<file path="src/rtl/core/sbr_pkg.sv">
// Shared types, constants and step functions for the radiative boundary pipeline.
package sbr_pkg;

  localparam int GRID_X_DEF        = 16;
  localparam int GRID_Y_DEF        = 16;
  localparam int GRID_Z_DEF        = 16;
  localparam int PAD_WIDTH_DEF     = 3;
  localparam int ZERO_BOUNDARY_DEF = 0;

  localparam int S_W    = 50;  // exact sum of four floored products
  localparam int R2_W   = 64;
  localparam int ROOT_W = 32;
  localparam int REM_W  = 36;
  localparam int Q_W    = 32;

  typedef enum logic [2:0] {
    REG_ORIGIN_X  = 3'd0,
    REG_ORIGIN_Y  = 3'd1,
    REG_ORIGIN_Z  = 3'd2,
    REG_STEP_X    = 3'd3,
    REG_STEP_Y    = 3'd4,
    REG_STEP_Z    = 3'd5,
    REG_FALLOFF   = 3'd6,
    REG_FACE_MASK = 3'd7
  } reg_addr_t;

  typedef struct packed {
    logic           flag;
    logic           zero;
    logic           sgn;
    logic [S_W-1:0] mag;
  } side_t;

  typedef struct packed {
    side_t             side;
    logic [R2_W-1:0]   n;
    logic [REM_W-1:0]  rem;
    logic [ROOT_W-1:0] root;
  } sqrt_t;

  typedef struct packed {
    logic              flag;
    logic              zero;
    logic              sgn;
    logic              ovf;
    logic [ROOT_W-1:0] r;
    logic [ROOT_W-1:0] rem;
    logic [Q_W-1:0]    dvd;
    logic [Q_W-1:0]    q;
  } div_t;

  // one digit of the square root
  function automatic sqrt_t sqrt_step(sqrt_t a);
    sqrt_t             o;
    logic [ROOT_W-1:0] root_s;
    logic [REM_W-1:0]  rem_s;
    logic [REM_W-1:0]  trial;
    o      = a;
    root_s = {a.root[ROOT_W-2:0], 1'b0};
    rem_s  = {a.rem[REM_W-3:0], a.n[R2_W-1 -: 2]};
    trial  = {3'b000, root_s, 1'b1};
    o.n    = {a.n[R2_W-3:0], 2'b00};
    if (rem_s >= trial) begin
      o.rem  = rem_s - trial;
      o.root = root_s | ROOT_W'(1);
    end else begin
      o.rem  = rem_s;
      o.root = root_s;
    end
    return o;
  endfunction

  // one quotient bit of the restoring divider
  function automatic div_t div_step(div_t a);
    div_t            o;
    logic [ROOT_W:0] rem2;
    logic [ROOT_W:0] r33;
    logic            ge;
    o     = a;
    rem2  = {a.rem, a.dvd[Q_W-1]};
    r33   = {1'b0, a.r};
    ge    = (rem2 >= r33);
    o.rem = ge ? ROOT_W'(rem2 - r33) : rem2[ROOT_W-1:0];
    o.q   = {a.q[Q_W-2:0], ge};
    o.dvd = {a.dvd[Q_W-2:0], 1'b0};
    return o;
  endfunction

endpackage

</file>
<file path="src/rtl/core/sbr_div.sv">
// Restoring divider pipeline: overflow check, then one quotient bit per stage.
module sbr_div (
  input  logic                        clk,
  input  logic                        rst,
  input  logic                        en,
  input  logic                        in_valid,
  input  sbr_pkg::side_t              in_side,
  input  logic [sbr_pkg::ROOT_W-1:0]  root,
  output logic                        out_valid,
  output sbr_pkg::div_t               res
);

  localparam int N = sbr_pkg::Q_W;

  sbr_pkg::div_t st [N+1];
  sbr_pkg::div_t head;
  logic [N:0]    vld;

  // quotient of (mag << 16) / r overflows 32 bits when mag >> 16 >= r
  always_comb begin
    head.flag = in_side.flag;
    head.zero = in_side.zero;
    head.sgn  = in_side.sgn;
    head.ovf  = (in_side.mag[sbr_pkg::S_W-1:16] >= 34'(root));
    head.r    = root;
    head.rem  = in_side.mag[47:16];
    head.dvd  = {in_side.mag[15:0], 16'h0000};
    head.q    = '0;
  end

  always_ff @(posedge clk) begin
    if (rst) begin
      vld <= '0;
    end else if (en) begin
      vld <= {vld[N-1:0], in_valid};
    end
  end

  always_ff @(posedge clk) begin
    if (en) begin
      st[0] <= head;
      for (int i = 1; i <= N; i++) begin
        st[i] <= sbr_pkg::div_step(st[i-1]);
      end
    end
  end

  assign out_valid = vld[N];
  assign res       = st[N];

endmodule
</file>
<file path="config.mk">
export PLATFORM = sky130hd
export DESIGN_NAME = sbr_div
export DESIGN_NICKNAME = d
export VERILOG_FILES = /design/src/rtl/core/sbr_pkg.sv /design/src/rtl/core/sbr_div.sv
export SDC_FILE = /design/constraint.sdc
export NUM_CORES = 2
export LEC_CHECK = 0
export BUFFER_PORTS_ARGS = -buffer_cell sky130_fd_sc_hd__buf_2
export CELL_PAD_IN_SITES_DETAIL_PLACEMENT = 0
export CELL_PAD_IN_SITES_GLOBAL_PLACEMENT = 1
export CORE_MARGIN = 2
export CORE_UTILIZATION = 50
export CTS_CLUSTER_DIAMETER = 120
export DETAILED_ROUTE_END_ITERATION = 10
export GPL_TIMING_DRIVEN = 0
export PLACE_DENSITY = 0.89
export REMOVE_ABC_BUFFERS = 1
export SYNTH_ARGS = -nofsm -noshare
export SYNTH_HDL_FRONTEND = slang
export SYNTH_MEMORY_MAX_BITS = 65536
export SYNTH_SLANG_ARGS = --single-unit
export TNS_END_PERCENT = 30
</file>
<file path="constraint.sdc">
create_clock -name clk -period 7.65 [get_ports clk]
set_clock_uncertainty 0.1 [all_clocks]
set_input_delay 1.53 -clock clk [delete_from_list [all_inputs] [get_ports clk]]
set_output_delay 1.53 -clock clk [all_outputs]
set_load 0.02 [all_outputs]
</file>
==> out/qor.yml <==
firstDrtPassIters: 7
finalWirelength_um: 317000
drc: 0
overflow: 0
initial_utilization_pct: 50.2
rr_endpoint: "st[27][68]"
nNetsFinal: 14500
syn_avg_cell_area_um2: 11.8
fin_crit_sh_pct: 71.9
dpl-instance-area_mm2: 0.161
num_vias: 97700
layout_setup_ws_ps: 2150
critPathTopFamily: "buffers and inverters"
synth_top_area_share_pct: 56.4
total_power_w: 0.0732
io_buffer_count: 189
cts_resized: 0
fp.dieArea_mm2: 0.314
rsz0062_at_grt: "no"
crit_fanout: 165
drt_first_iter_violations: 6764
ys_types: 103
insertion_delay_ps: 920
outcome: "completed"
cp_slowest_cell: "buf_16"
cp_num_buf_inv: 7
clock-root-buffer: "clkbuf_16"
vdd_drop_max_v: 0.000206
yosys.area.top_type: "edfxtp_1"
tns_ps: 0
grt_max_degree: 198
relSlewSlack_pct: 11.6
stdcell_area_mm2: 0.171
cp_data_arrival_time_ps: 5940
cts_tree: "yes"
switching_share_pct: 36.4
antenna_found_initial: 2
vias_per_cell: 5.51
crit_path_start_kind: "primary input"
worstMarginPinSlew_ps: 1310
clock_power_share_pct: 21.2
syn_inst: 13100
r2r-start: "st[26][96]"
finalHoldViolCount: 0
crit_top_cell: "buf_16"
internal_power_w: 0.0466
worstPathRequired_ps: 8090
ys.flop_type: "edfxtp_1"
seqPwrFrac_pct: 35.1
yosysMostFrequentCell: "edfxtp_1"
fillerInstances: 25400
min_path_type: "register to register"
max-clock-path-buffers: 4
hpwl_um: 233000
setup_viol: 0
ctsHoldBuffers: 0
stdcell_count: 17700
grt_pass1_wl_um: 505000
io_pins: 222
ys_warn_count: 0
synth_edf_count: 2908
synth_seq_cells: 2941
gr-usage-all-layers_pct: 19.7
placed_cells: 17200
placementRows: 204
maxCapViolCount: 0
timing.setup.critical_path_class: "primary input to register"
synth.top_cells.by_area: "edfxtp_1, ha_1, a21oi_1"
end_kind: "register"
p_sw_w: 0.0267
pre_cts_ws_ps: 1030
fin_crit_ps: 5500
power.density_mw_per_mm2: 427
p_leak_nw: 69.4
dieHeight_um: 561
cts.sinks: 2941
synth_area_mm2: 0.155
startpoint: "en"
drive_gt1_share_pct: 9.14
fmax_mhz: 182
holdPathEnd: "st[30][25]"
async_flop_share_pct: 0
area_growth_pct: 10.6
gp_congestion: 0.901
die_w_um: 561
power_frac_comb_pct: 43.8
slowest_delay_ps: 600
holdPathStages: 0
timing.critical_path.cells: "buf_12 > buf_16 > buf_16 > buf_16 > buf_16 > buf_16 > buf_16"
min_from: "st[29][24]"
slew_viol_final: 0
post_cts_buffers: 0
r2r_slack_ps: 2660
core_area_mm2: 0.309
numCtsBuffers: 321
wire_per_inst_um: 17.9
htreeDepth: 5
seq_area_frac_synth_pct: 56.8
rr_worst_depth: 13
ys_top_cells_by_count: "edfxtp_1, inv_1, a21oi_1"
grt_pass1_vias: 95900
seq_area_mm2: 0.0880
multiInputGateArea_mm2: 0.0608
ant_nets: 0
clk_pin_slew_ps: 60
-- power groups by stage --
stage | clock network (W) | logic, W | registers (W)
2_1_floorplan | 0 | 0.0243 | 0.0250
3_3_place_gp | 0 | 0.0313 | 0.0274
3_5_place_dp | 0 | 0.0317 | 0.0259
4_1_cts | 0.0159 | 0.0320 | 0.0257
5_1_grt | 0.0165 | 0.0357 | 0.0260
6_report | 0.0155 | 0.0320 | 0.0257
-- how the worst max path moves through the flow --
stage	end	slack, ps	cells after the start
2_1_floorplan	st[15][77]	1570	11
3_3_place_gp	st[31][14]	-41190	1
3_5_place_dp	st[32][14]	1030	7
4_1_cts	st[17][65]	2040	7
5_1_grt	st[32][14]	1730	7
6_report	st[27][9]	2150	7
-- placed cells by master, fill, tap and decap left out, types with 40 or more instances in the layout --
| cell type | n |
|---|---|
| edfxtp_1 | 2908 |
| inv_1 | 1321 |
| a21oi_1 | 1077 |
| ha_1 | 1056 |
| nand2_1 | 839 |
| o21ai_0 | 795 |
| nor2_1 | 753 |
| a21o_1 | 528 |
| xnor2_1 | 510 |
| mux2_2 | 388 |
| xor2_1 | 351 |
| clkbuf_16 | 323 |
| nand3_1 | 202 |
| buf_2 | 188 |
| nor2b_1 | 168 |
| nand4_1 | 168 |
| nand2b_1 | 150 |
| o21a_1 | 128 |
| nor3_1 | 125 |
| o21bai_1 | 107 |
| a31oi_1 | 105 |
| and3_1 | 94 |
| a211oi_1 | 71 |
| o31ai_1 | 66 |
| and2_1 | 61 |
| clkbuf_1 | 60 |
| mux2i_1 | 59 |
| clkinv_1 | 53 |
| clkinv_2 | 50 |
| or3_1 | 45 |
| a21boi_0 | 44 |
| o211ai_1 | 40 |
-- flip-flops by register name, summed over array words and instances (netlist names) --
| register | cells |
|---|---|
| st | 2908 |
| vld | 33 |
-- worst register-to-register path: cells and delay by family, from the launching register on --
kind / cells / cell delay, ps
AOI/OAI and AO/OA: 7 / 2370
muxes: 1 / 520
adders and majority gates: 1 / 400
DFF: 1 / 400
and+or+nand+nor: 3 / 900
buffers and inverters: 1 / 60
-- metrics by stage --
step / util [%] / hold slack, ps
floorplan: - / 300
global placement: 51.7 / 300
detailed placement: 52.1 / 305
CTS: 55.5 / 290
global route: 55.5 / 300
finish: 55.5 / 289
-- final cells by class --
class | instances | area share [%]
Sequential cell | 2941 | 51.3
Multi-Input combinational cell | 8540 | 35.5
Clock buffer | 384 | 4.86
Tap cell | 4120 | 3.01
Inverter | 1321 | 2.89
Clock inverter | 190 | 1.29
Timing Repair Buffer | 236 | 1.14
Antenna cell | 4 | 0.00584
-- routing by layer --
layer / global-route usage (%) / vias up / part of all wire, %
met3: 2.56 / 612 / 4.1
li1: - / 48500 / -
met1: 24.2 / 46700 / 42
met5: 0 / - / 0
met4: 7.02 / 0 / 3.6
met2: 35.4 / 1986 / 50
-- cells by family (layout without fill, tap and decap cells) --
kind of cell	after synthesis	count (layout)	share of synthesized area, %
multiplexers	474	474	3.46
adder cells (fa/ha/maj)	1088	1088	8.94
AO/OA/AOI/OAI	3307	3307	13.3
flip-flops	2941	2941	56.8
other	1	36	0.00242
buffers and inverters	1648	2131	4.14
AND/OR/NAND/NOR	2778	2778	8.51
XOR/XNOR	861	861	4.87
No activity file was read; power rests on OpenSTA's default activity.
